File: src/hw/rtl/ote_pkg.sv
// ---------------------------------------------------------------------------
// ote_pkg: shared types, constants and helpers
// Widths, saturation helpers and divider request/response types used by the
// optimizer trace feature extractor.
// ---------------------------------------------------------------------------
package ote_pkg;

  localparam int CNT_W   = 17;
  localparam int DIV_NW  = 48;
  localparam int DIV_DW  = 32;
  localparam int DIV_CW  = 6;

  localparam logic [CNT_W-1:0] MAX_SAMPLES = 17'd65536;
  localparam logic [15:0]      RUN_COUNT_MAX = 16'hFFFF;

  typedef struct packed {
    logic              start;
    logic [DIV_NW-1:0] num;
    logic [DIV_DW-1:0] den;
  } div_req_t;

  typedef struct packed {
    logic              busy;
    logic              done;
    logic [DIV_NW-1:0] quot;
  } div_rsp_t;

  // Saturating increment of a sample or run counter.
  function automatic logic [CNT_W-1:0] sat_inc(input logic [CNT_W-1:0] v);
    sat_inc = (v < MAX_SAMPLES) ? v + 1'b1 : v;
  endfunction

endpackage

File: src/hw/rtl/ote_div.sv
// ---------------------------------------------------------------------------
// ote_div: radix-2 restoring divider
// Unsigned quotient of a 48-bit numerator by a 32-bit divisor, one quotient
// bit per cycle.
// ---------------------------------------------------------------------------
module ote_div
  import ote_pkg::*;
(
  input  logic     clk,
  input  logic     rst,
  input  div_req_t req,
  output div_rsp_t rsp
);

  logic [DIV_NW-1:0] num;
  logic [DIV_DW-1:0] den;
  logic [DIV_DW-1:0] rem;
  logic [DIV_CW-1:0] cnt;
  logic              busy;
  logic              done;
  logic [DIV_DW:0]   trial;
  logic              ge;

  // Shift in the next numerator bit and try the subtraction.
  assign trial = {rem, num[DIV_NW-1]};
  assign ge    = trial >= {1'b0, den};

  always_ff @(posedge clk) begin
    if (rst) begin
      busy <= 1'b0;
      done <= 1'b0;
      cnt  <= '0;
    end else begin
      done <= 1'b0;
      if (req.start) begin
        busy <= 1'b1;
        cnt  <= DIV_CW'(DIV_NW - 1);
      end else if (busy) begin
        cnt <= cnt - 1'b1;
        if (cnt == '0) begin
          busy <= 1'b0;
          done <= 1'b1;
        end
      end
    end
  end

  always_ff @(posedge clk) begin
    if (req.start) begin
      num <= req.num;
      den <= req.den;
      rem <= '0;
    end else if (busy) begin
      num <= {num[DIV_NW-2:0], ge};
      rem <= ge ? DIV_DW'(trial - {1'b0, den}) : trial[DIV_DW-1:0];
    end
  end

  assign rsp.busy = busy;
  assign rsp.done = done;
  assign rsp.quot = num;

  a_no_restart: assert property (@(posedge clk) disable iff (rst)
    busy |-> !req.start) else $error("divider restarted while busy");
  a_done_after_busy: assert property (@(posedge clk) disable iff (rst)
    done |-> $past(busy) && !busy) else $error("done without a finished division");
  a_done_pulse: assert property (@(posedge clk) disable iff (rst)
    done |=> !done) else $error("done held longer than one cycle");

endmodule

File: config.mk
export PLATFORM = sky130hd
export DESIGN_NAME = ote_div
export DESIGN_NICKNAME = d
export VERILOG_FILES = /design/src/hw/rtl/ote_pkg.sv /design/src/hw/rtl/ote_div.sv
export SDC_FILE = /design/constraint.sdc
export NUM_CORES = 1
export LEC_CHECK = 0
export ABC_AREA = 1
export BUFFER_PORTS_ARGS = -buffer_cell sky130_fd_sc_hd__buf_4
export CAP_MARGIN = 25
export CORE_UTILIZATION = 50
export DETAILED_ROUTE_END_ITERATION = 10
export GPL_ROUTABILITY_DRIVEN = 0
export PLACE_DENSITY = 0.72
export SLEW_MARGIN = 20
export SYNTH_ARGS = -nofsm -noshare
export SYNTH_HDL_FRONTEND = slang
export SYNTH_SLANG_ARGS = --single-unit
File: constraint.sdc
create_clock -name clk -period 3.5 [get_ports clk]
set_input_delay 0.7 -clock clk [delete_from_list [all_inputs] [get_ports clk]]
set_output_delay 0.7 -clock clk [all_outputs]
set_load 0.01 [all_outputs]
==> results of run 1 <==
## critical path: cells and delay by family (launching register included)
kind | cells | cell delay [ns]
simple gates | 11 | 1.54
fa+ha+maj | 1 | 0.37
flops | 1 | 0.32
compound gates | 1 | 0.09
buf+inv | 2 | 0.08
## layer usage
layer	share of wire, %	wire, um
met2	46	8780
met1	46	8790
met4	2.0	381
met5	0	0
met3	6.1	1160
## cells by family (layout without fill, tap and decap cells)
family                     count (synthesis)  after routing  synth area share [%]
xor gates and xnor gates                  14             14                  1.61
AOI/OAI and AO/OA                         54             54                  3.92
and+or+nand+nor                          626            626                  35.2
buffers and inverters                    217            358                  11.5
adders and majority gates                 35             35                  5.84
DFF                                      120            120                  42.0
## registers in the layout (all words and copies together) (netlist names)
| name | flops |
|---|---|
| cnt | 6 |
| done | 1 |
| busy | 1 |
| rem | 32 |
| den | 32 |
| num | 48 |
## path summary, 6_finish.rpt
path | slack [ns] | cells past startpoint | to | from
worst max-delay path | 0.98 | 15 | rem[5]$_SDFFE_PP0P_ | den[20]$_DFFE_PP_
worst min-delay path | 0.44 | 1 | den[9]$_DFFE_PP_ | req[9]
worst max register to register | 0.98 | 15 | rem[5]$_SDFFE_PP0P_ | den[20]$_DFFE_PP_
worst min register to register | 0.47 | 2 | rem[15]$_SDFFE_PP0P_ | rem[15]$_SDFFE_PP0P_
## cell type report
type                       instances  share of cell area (%)
sequential                       120                    34.4
clock inverter                    14                    1.59
tap                              184                    2.47
clock buffer                      18                    4.61
multi-input combinational        729                    38.1
inverter                         189                    7.62
timing repair buffer             137                    11.2
## cells in the final DEF, fill, tap and decap left out, types with 2 or more instances in the layout
master / netlist / layout
nand4_1: 8 / 8
clkinv_1: 5 / 7
inv_6: 0 / 3
nor3_1: 7 / 7
nor2_4: 3 / 3
inv_2: 3 / 4
a31oi_1: 3 / 3
nand3b_1: 15 / 15
o21a_1: 2 / 2
and2_1: 2 / 2
o21ai_0: 8 / 8
xnor2_1: 13 / 13
nand2_1: 450 / 450
bufinv_16: 0 / 2
dfxtp_1: 40 / 40
clkinv_4: 0 / 3
nand3_2: 5 / 5
ha_1: 34 / 34
o21ai_1: 10 / 10
nor2_1: 42 / 41
nor4_1: 2 / 2
buf_4: 4 / 136
clkinvlp_4: 0 / 3
inv_1: 181 / 180
edfxtp_1: 80 / 80
nor2_2: 6 / 7
clkbuf_16: 0 / 17
nand2_2: 7 / 7
o21bai_1: 3 / 3
a21oi_1: 24 / 24
nand3_1: 75 / 75
## power groups by stage
stage / registers [mW] / clock network (mW) / logic (mW)
CTS: 1.68 / 1.74 / 0.524
global route: 1.70 / 1.80 / 0.581
finish: 1.68 / 1.71 / 0.522
global placement: 1.71 / 0 / 0.516
detailed placement: 1.71 / 0 / 0.523
floorplan: 1.73 / 0 / 0.251
## stage by stage
step / util, % / area (um2) / setup slack [ns]
floorplan: - / 7630 / 0.451
global placement: 59.4 / 8740 / 1.07
detailed placement: 59.4 / 8740 / 1.01
CTS: 63.4 / 9310 / 1.01
global route: 63.4 / 9310 / 0.724
finish: 63.4 / 9310 / 0.981
==> results.md, run 1 <==
* RSZ-0062 raised after global routing: false
* Lkg Pwr at 4.97 nW
* Vias in the first global route at 6705
* Die Y at 126 um
* Crit path time final at 2.52 ns
* CP startpoint kind: flop
* Number of diodes at 0
* Post-synth cell types at 39
* Met2 Track Usage GR at 42.1%
* Grt total ovfl at 0
* Yosys top cell area share at 31.5%
* Core Rows at 44
* P_int at 2.91 mW
* Multi-input logic area at 3550 um2
* Core ar. at 14700 um2
* Skew-Pair Late Insertion Delay at 0.43 ns
* Drc violations at 1
* CTS Hold Buffers Added at 0
* Design Power at 3.92 mW
* Fin. Hold Viols at 0
* Netlist Area Pre-Place at 7630 um2
* Status: complete, but fails checks
* Initial antenna violation count at 0
* Post-Route WL at 19.1 mm
* Max-slew violation count at 0
* Port Buffer Count at 132
* # IOs at 133
* Width of the chip at 126 um
* # nets final at 1312
* Post-synth EDFFs at 80
* Placed Cells at 1359
* Slowest stage cell, crit path: nor2_8
* Max_cap viols at 0
* Largest net degree at the start of global routing at 76
* Number of CTS-inserted buffers at 17
* Layout cells sized above 1 at 16.3%
* DR vias at 6832
* Count leader, synth: nand2_1
* Async set or reset register ratio after synthesis at 0%
* Sequential share of power at 42.9%
* Comb pwr share at 13.3%
* Peak VDD IR at 0.350 mV
* Clock network fraction of design power at 43.8%
* Skew final at 0.00951 ns
* Final Setup Violations at 0
* Synthesized Nets at 1184
* Worst hold path type: in2reg
* Switching power total at 1.01 mW
* Crit-path cells: inv_1, ha_1, nand2_2, inv_2, nand2_1, nand2_1, nand2_1, nand2_1, nand2_1, nand2_2, nor2_8, nand2_8, nand2_1, nand3_1, o21ai_1
* Area growth, synth to finish at 22.1%
* Pwr dens at 421 nW/um2
* Most frequent CP cell: nand2_1
* Fill cells at 1317
* # resized after CTS at 0
* Clock transition at path regs at 0.06 ns
* WL/cell at 13.7 um
* Setup TNS at 0 ns
* GR Layer Usage met1 at 33.2%
* GRT busiest layer: met2
* DR vias/cell at 4.91
* Post-DRT Antenna Nets at 0
* Setup CP Type: reg2reg
* Syn. warnings at 0
* Worst setup EP type: flop
* Initial DRC Count at 519
* GRT Total Usage at 25.9%
* Max incr delay on CP at 0.47 ns
* Period Utilization, post-route at 72.0%
* Critical Path RT at 3.86 ns
* Register Area at 3200 um2
* Post-synthesis register bit count at 120
* TritonCTS clock tree: done
* DRT Pass-1 Iters at 8
* Synth area leader: edfxtp_1
* Tightest Pin Transition at 0.877 ns
* Failing checks: DRC
* Syn avg cell area at 7.15 um2
* Clock root buffer: clkbuf_16
* Worst slew margin at 41.6%
* Achievable Freq at 397 MHz
* Ranking of synthesized cells by area: edfxtp_1 (32%), nand2_1 (22%), dfxtp_1 (11%)
* Number of cells produced by synthesis at 1066
* DP HPWL at 14.1 mm
* Critical path peak fanout at 34
* Die area at 15800 um2
* H-tree Lvls at 4
* Switching part of the total power at 25.9%
* CTS Sinks at 120
* First-pass GRT wire length at 32.1 mm
* Clock Tree Buf Depth at 2
* M3 GR Usage at 6.38%
* Post-synth top cells: nand2_1 (450), inv_1 (181), edfxtp_1 (80), nand3_1 (75), nor2_1 (42)
* Post-CTS setup buffer count at 0
* Ys flop type: edfxtp_1
* Final cell count without fillers at 1391
* Initial Utilization at 51.9%
* Sequential area share after synthesis at 42.0%
* Hold Slack at 0.441 ns
* Worst Path Arrival at 2.88 ns
Power figures use the tool's default switching activity.
==> run 2, diff against run 1 <==
- PLACE_DENSITY: 0.72 -> 0.75
- clock period: 3.5 -> 2.2 ns (I/O delays scaled with it)
==> run 2 against run 1 <==
Effect of this change:
- the run still ends with DRC left
- sequential power grew 60%
- critical path depth shrank 3
- count of clock-buffer cells in the layout grew 2
- first-iteration DRC count grew 30%
- combinational power grew 81%
- clock skew increased by 0.0034 ns
- worst setup slack lost 0.95 ns
- global-route usage barely moved
==> results.md, run 2 (synthesis results as in run 1) <==
* Status: complete, but fails checks
* Failing checks: DRC
* Hold endpoint: den[31]$_DFFE_PP_
* Worst hold path type: in2reg
* Worst slew margin at 70.7%
* Final instance area at 10100 um2
* DR vias at 7340
* Tightest Pin Transition at 0.439 ns
* Max incr delay on CP at 0.33 ns
* Initial Utilization at 51.9%
* Drc violations at 3
* P_int at 5.03 mW
* DRT Pass-1 Iters at 8
* DP HPWL at 14.5 mm
* Most flops, register: num
* CP startpoint kind: flop
* Largest registers: num x48, den x32, rem x32
* Die Y at 126 um
* RR Endpoint: rem[30]$_SDFFE_PP0P_
* Comb pwr share at 14.2%
* Hold Path Origin: req[31]
* Setup TNS at 0 ns
* Max-slew violation count at 0
* Core Rows at 44
* Number of CTS-inserted buffers at 17
* Core ar. at 14700 um2
* Skew-Pair Late Insertion Delay at 0.43 ns
* Final core occ at 68.7%
* Die area at 15800 um2
* Sequential share of power at 40.3%
* Area growth, synth to finish at 32.4%
* Most common cell after layout, fill and taps aside: nand2_1
* H-tree Lvls at 4
* Worst setup EP type: flop
* Port Buffer Count at 132
* Skew final at 0.0129 ns
* Reg-to-reg slack, setup at 0.03 ns
* Most frequent cells in the layout: nand2_1 (429), inv_1 (175), buf_4 (159)
* Fill cells at 1179
* RSZ-0062 raised after global routing: true
* Achievable Freq at 461 MHz
* Period Utilization, post-route at 98.6%
* Post-Route WL at 20.8 mm
* DR vias/cell at 5.15
* Clock transition at path regs at 0.06 ns
* Buf+Inv Stages, Crit Path at 2
* Critical path peak fanout at 16
* Dpl ws at -0.145 ns
* Critical Path RT at 2.52 ns
* CP delay by family, top: simple AND/OR/NAND/NOR gates
* First-pass GRT wire length at 32.4 mm
* Final Setup Violations at 0
* Clock root buffer: clkbuf_16
* Post-DRT Antenna Nets at 0
* R2R depth at 12
* Switching power total at 1.62 mW
* Design Power at 6.64 mW
* Clock network fraction of design power at 45.5%
* CTS Hold Buffers Added at 0
* Layout cells sized above 1 at 23.6%
* Vias in the first global route at 6726
* Crit path time final at 2.17 ns
* Multi-input logic area at 3970 um2
* Width of the chip at 126 um
* Number of diodes at 0
* Setup ws final at 0.0301 ns
* # IOs at 133
* Slowest stage cell, crit path: ha_1
* Initial DRC Count at 675
* Lkg Pwr at 5.17 nW
* Initial antenna violation count at 0
* TritonCTS clock tree: done
* Hold Path Depth at 1
* Largest net degree at the start of global routing at 39
* CTS Sinks at 120
* Most frequent CP cell: nand2_1
* WL/cell at 14.6 um
* Max_cap viols at 0
* Setup CP Type: reg2reg
* Crit-path cells: inv_1, ha_1, nand2_1, nor3_1, nand3b_1, nor2_4, nor2_8, buf_4, nand2_8, nand3_1, nand2_2, nand2_1
* Fin. Hold Viols at 0
* Worst Path Arrival at 2.49 ns
* Clock Tree Buf Depth at 2
* Switching part of the total power at 24.3%
* Pwr dens at 658 nW/um2
* R2r startpoint: den[31]$_DFFE_PP_
* Max reg flops at 48
* # nets final at 1345
* Area after DPL at 8910 um2
* Grt total ovfl at 0
* GRT Total Usage at 25.9%
* Register Area at 3200 um2
* Peak VDD IR at 0.599 mV
==> run 2: cell count changes in the layout (fill, tap and decap cells not counted), sizes merged, moves of 2 or more <==
cell,before,now
buf,137,168
clkinv,11,7
bufinv,2,5
clkbuf,18,20
inv,187,185
nand2,459,461
==> run 2: routing by layer <==
metal | vias up | wire (um) | global-route usage [%]
met3 | 51 | 1540 | 6.46
met1 | 3342 | 8890 | 32.6
met4 | 0 | 466 | 8.90
met5 | - | 0 | 0
met2 | 310 | 9890 | 43.1
li1 | 3637 | - | -
==> run 2: timing repair <==
action                     CTS  global route
setup endpoints to repair    4            33
buffers inserted             0            14
gates cloned                 0             2
pin swaps                    0            14
gates resized for setup      6            78
==> run 2: worst max path at each step <==
stage	from	endpoint	slack [ns]	cells past startpoint
finish	den[31]$_DFFE_PP_	rem[30]$_SDFFE_PP0P_	0.03	12
global route	den[31]$_DFFE_PP_	rem[30]$_SDFFE_PP0P_	-0.10	12
CTS	den[20]$_DFFE_PP_	rem[30]$_SDFFE_PP0P_	-0.002	17
detailed placement	num[47]$_DFFE_PP_	rem[30]$_SDFFE_PP0P_	-0.15	15
global placement	num[47]$_DFFE_PP_	rem[30]$_SDFFE_PP0P_	-0.15	15
floorplan	num[47]$_DFFE_PP_	rem[30]$_SDFFE_PP0P_	0.17	15
==> run 2: through the flow <==
| step | hold WS [ns] | std cells |
|---|---|---|
| finish | 0.188 | 1424 |
| global route | 0.174 | 1424 |
| CTS | 0.180 | 1409 |
| detailed placement | 0.461 | 1377 |
| global placement | 0.455 | 1377 |
| floorplan | 0.443 | 1066 |
==> run 2: final cells by class <==
class / instances / share of cell area [%]
clock inverter: 12 / 1.97
multi-input combinational: 731 / 39.3
inverter: 189 / 7.03
tap: 184 / 2.28
clock buffer: 20 / 4.32
sequential: 120 / 31.7
timing repair buffer: 168 / 13.3
==> run 2: power groups by stage <==
stage	registers [mW]	logic, mW	clock network (mW)
final	2.68	0.946	3.02
after global routing	2.70	1.03	3.16
after CTS	2.68	0.856	3.05
after detailed placement	2.71	0.849	0
after global placement	2.72	0.838	0
after floorplan	2.75	0.400	0
==> run 3, diff against run 2 <==
- ABC_AREA: 1 -> unset
- PLACE_DENSITY: 0.75 -> 0.77
==> run 3 against run 2 <==
Effect of this change:
- the flow finishes with violations (setup timing)
- flip-flop and latch count did not move
- first-iteration DRC count fell by 54%
- final cell count fell by 25%
- combinational power rose by 70%
- wire length fell by 15%
- die area fell by 13%
- total power rose by 11%
- sequential share of layout area rose by 1.2 points
- worst setup slack got worse by 0.80 ns
- non-clock buffer count rose by 116
- area after synthesis fell by 13%
- critical path type unchanged
- highest routed layer unchanged
==> results.md, run 3 <==
* DRT Pass-1 Iters at 5
* Vias in the first global route at 6017
* Fill cells at 795
* Synthesized Nets at 720
* Most frequent CP cell: a211oi_2
* First-pass GRT wire length at 28.0 mm
* Syn avg cell area at 11.0 um2
* Synth area leader: edfxtp_1
* Initial Utilization at 51.7%
* Max_cap viols at 0
* Critical Path RT at 2.52 ns
* Initial DRC Count at 309
* Register Area at 3200 um2
* Core Rows at 41
* Largest registers: num x48, den x32, rem x32
* Fin. Hold Viols at 0
* DP HPWL at 12.3 mm
* Dpl ws at -0.765 ns
* Initial antenna violation count at 0
* Ys flop type: edfxtp_1
* Clock transition at path regs at 0.06 ns
* Skew-Pair Late Insertion Delay at 0.42 ns
* Failing checks: setup timing
* Period Utilization, post-route at 135%
* Final Setup Violations at 33
* Post-synth EDFFs at 80
* Width of the chip at 117 um
* Peak VDD IR at 0.679 mV
* Max-slew violation count at 0
* Netlist Area Pre-Place at 6610 um2
* Status: complete, but fails checks
* Most flops, register: num
* Most common cell after layout, fill and taps aside: buf_4
* Setup TNS at -21.91 ns
* Critical path peak fanout at 8
* Post-synth top cells: edfxtp_1 (80), nor2_1 (52), mux2_2 (50), inv_1 (44), dfxtp_1 (40)
* Core ar. at 12800 um2
* Worst hold path type: in2reg
* Tightest Pin Transition at 0.570 ns
* # nets final at 995
* Slowest stage cell, crit path: edfxtp_1
* Die area at 13700 um2
* Syn. warnings at 0
* Worst Path Arrival at 3.29 ns
* Worst slew margin at 61.5%
* Crit-path cells: inv_2, ha_4, and3_4, a31o_4, nor4_4, a211oi_2, or2_4, a2111oi_4, nor2_4, buf_6, mux2i_1, a211oi_2
* Clock Tree Buf Depth at 2
* Count leader, synth: edfxtp_1
* Number of cells produced by synthesis at 602
* DR vias/cell at 5.42
* Die Y at 117 um
* Port Buffer Count at 132
* Async set or reset register ratio after synthesis at 0%
* CP startpoint kind: flop
* Grt total ovfl at 0
* Setup ws final at -0.768 ns
* Number of diodes at 0
* Largest net degree at the start of global routing at 73
* Worst setup EP type: flop
* Post-synth cell types at 62
* Pwr dens at 756 nW/um2
* Post-DRT Antenna Nets at 0
* Layout cells sized above 1 at 46.2%
* Area growth, synth to finish at 47.2%
* RSZ-0062 raised after global routing: true
* DR vias at 5754
* Number of CTS-inserted buffers at 17
* Crit path time final at 2.97 ns
* Clock root buffer: clkbuf_16
* Yosys top cell area share at 36.4%
* Hold Slack at 0.188 ns
* # IOs at 133
* CTS Hold Buffers Added at 0
* Sequential area share after synthesis at 48.5%
* Post-synthesis register bit count at 120
* H-tree Lvls at 4
* Setup CP Type: reg2reg
* Max incr delay on CP at 0.39 ns
* GRT Total Usage at 26.8%
* TritonCTS clock tree: done
* Ranking of synthesized cells by area: edfxtp_1 (36%), dfxtp_1 (12%), mux2_2 (8.5%)
* Max reg flops at 48
* Achievable Freq at 337 MHz
* Post-Route WL at 17.7 mm
* Most frequent cells in the layout: buf_4 (277), edfxtp_1 (80), mux2_2 (50), nor2_1 (50)
* WL/cell at 16.7 um
* Drc violations at 0
* Lkg Pwr at 4.32 nW
* Skew final at 0.0108 ns
* Multi-input logic area at 3300 um2
* CTS Sinks at 120
[run 3: changes by cell type after synthesis, moves of 21 or more]
cell      delta
nand3_1     -70
a211oi_1    +21
mux2i_1     +22
inv_1      -137
mux2_2      +50
nand2_1    -414
[run 3: worst paths after layout]
check	start	to	slack, ns	cells after the start
worst max-delay path	den[7]$_DFFE_PP_	rem[17]$_SDFFE_PP0P_	-0.77	12
worst min-delay path	req[29]	den[29]$_DFFE_PP_	0.19	1
worst max register to register	den[7]$_DFFE_PP_	rem[17]$_SDFFE_PP0P_	-0.77	12
worst min register to register	rem[30]$_SDFFE_PP0P_	rem[30]$_SDFFE_PP0P_	0.48	2
[run 3: metal layers]
| metal | up-vias | wire length (um) | part of all wire [%] | global-route usage, % |
|---|---|---|---|---|
| met2 | 222 | 8720 | 49 | 45.4 |
| met4 | 0 | 394 | 2.2 | 12.6 |
| met3 | 39 | 1320 | 7.5 | 8.91 |
| met1 | 2744 | 7260 | 41 | 30.8 |
| li1 | 2749 | - | - | - |
| met5 | - | 0 | 0 | 0 |
[run 3: power breakdown]
group | internal [mW] | switching, mW | leakage [nW]
logic | 0.875 | 0.735 | 2.88
clock network | 1.93 | 1.08 | 0.307
registers | 2.63 | 0.105 | 1.12
total | 5.43 | 1.92 | 4.32
[run 3: final cells by class]
| type | instances | share of cell area [%] |
|---|---|---|
| clock buffers | 18 | 4.52 |
| clock inverters | 14 | 1.99 |
| inverters | 44 | 1.74 |
| multi-input cells | 410 | 33.9 |
| flip-flops and latches | 120 | 32.9 |
| well taps | 172 | 2.21 |
| repair buffers | 284 | 22.7 |
[run 3: logic make-up after synthesis]
logic type	Yosys count	synth area share, %
mux	72	11.9
simple gates	135	9.53
buf+inv	72	4.64
xor+xnor	29	3.85
flops	120	48.5
compound gates	139	14.9
fa+ha+maj	35	6.74
[run 3: what timing repair did]
action	CTS	global route
setup endpoints to repair	33	33
gates resized for setup	25	17
pin swaps	22	12
setup buffers	12	1
gates cloned	1	0
[run 3: through the flow]
step                      instances  cell area (um2)  utilization (%)  power, mW
after floorplan                 602             6630                -       3.49
after global placement         1017             8780             68.7       4.18
after detailed placement       1017             8780             68.7       4.23
after CTS                      1061             9630             75.4       7.32
after global routing           1062             9720             76.1       7.62
final                          1062             9720             76.1       7.36
[run 3: worst max-delay path, delay by kind of cell, from the launching register on]
kind / cells / cell delay, ns
compound gates: 4 / 1.03
fa+ha+maj: 1 / 0.21
buf+inv: 2 / 0.27
flops: 1 / 0.39
mux: 1 / 0.14
simple gates: 4 / 0.83
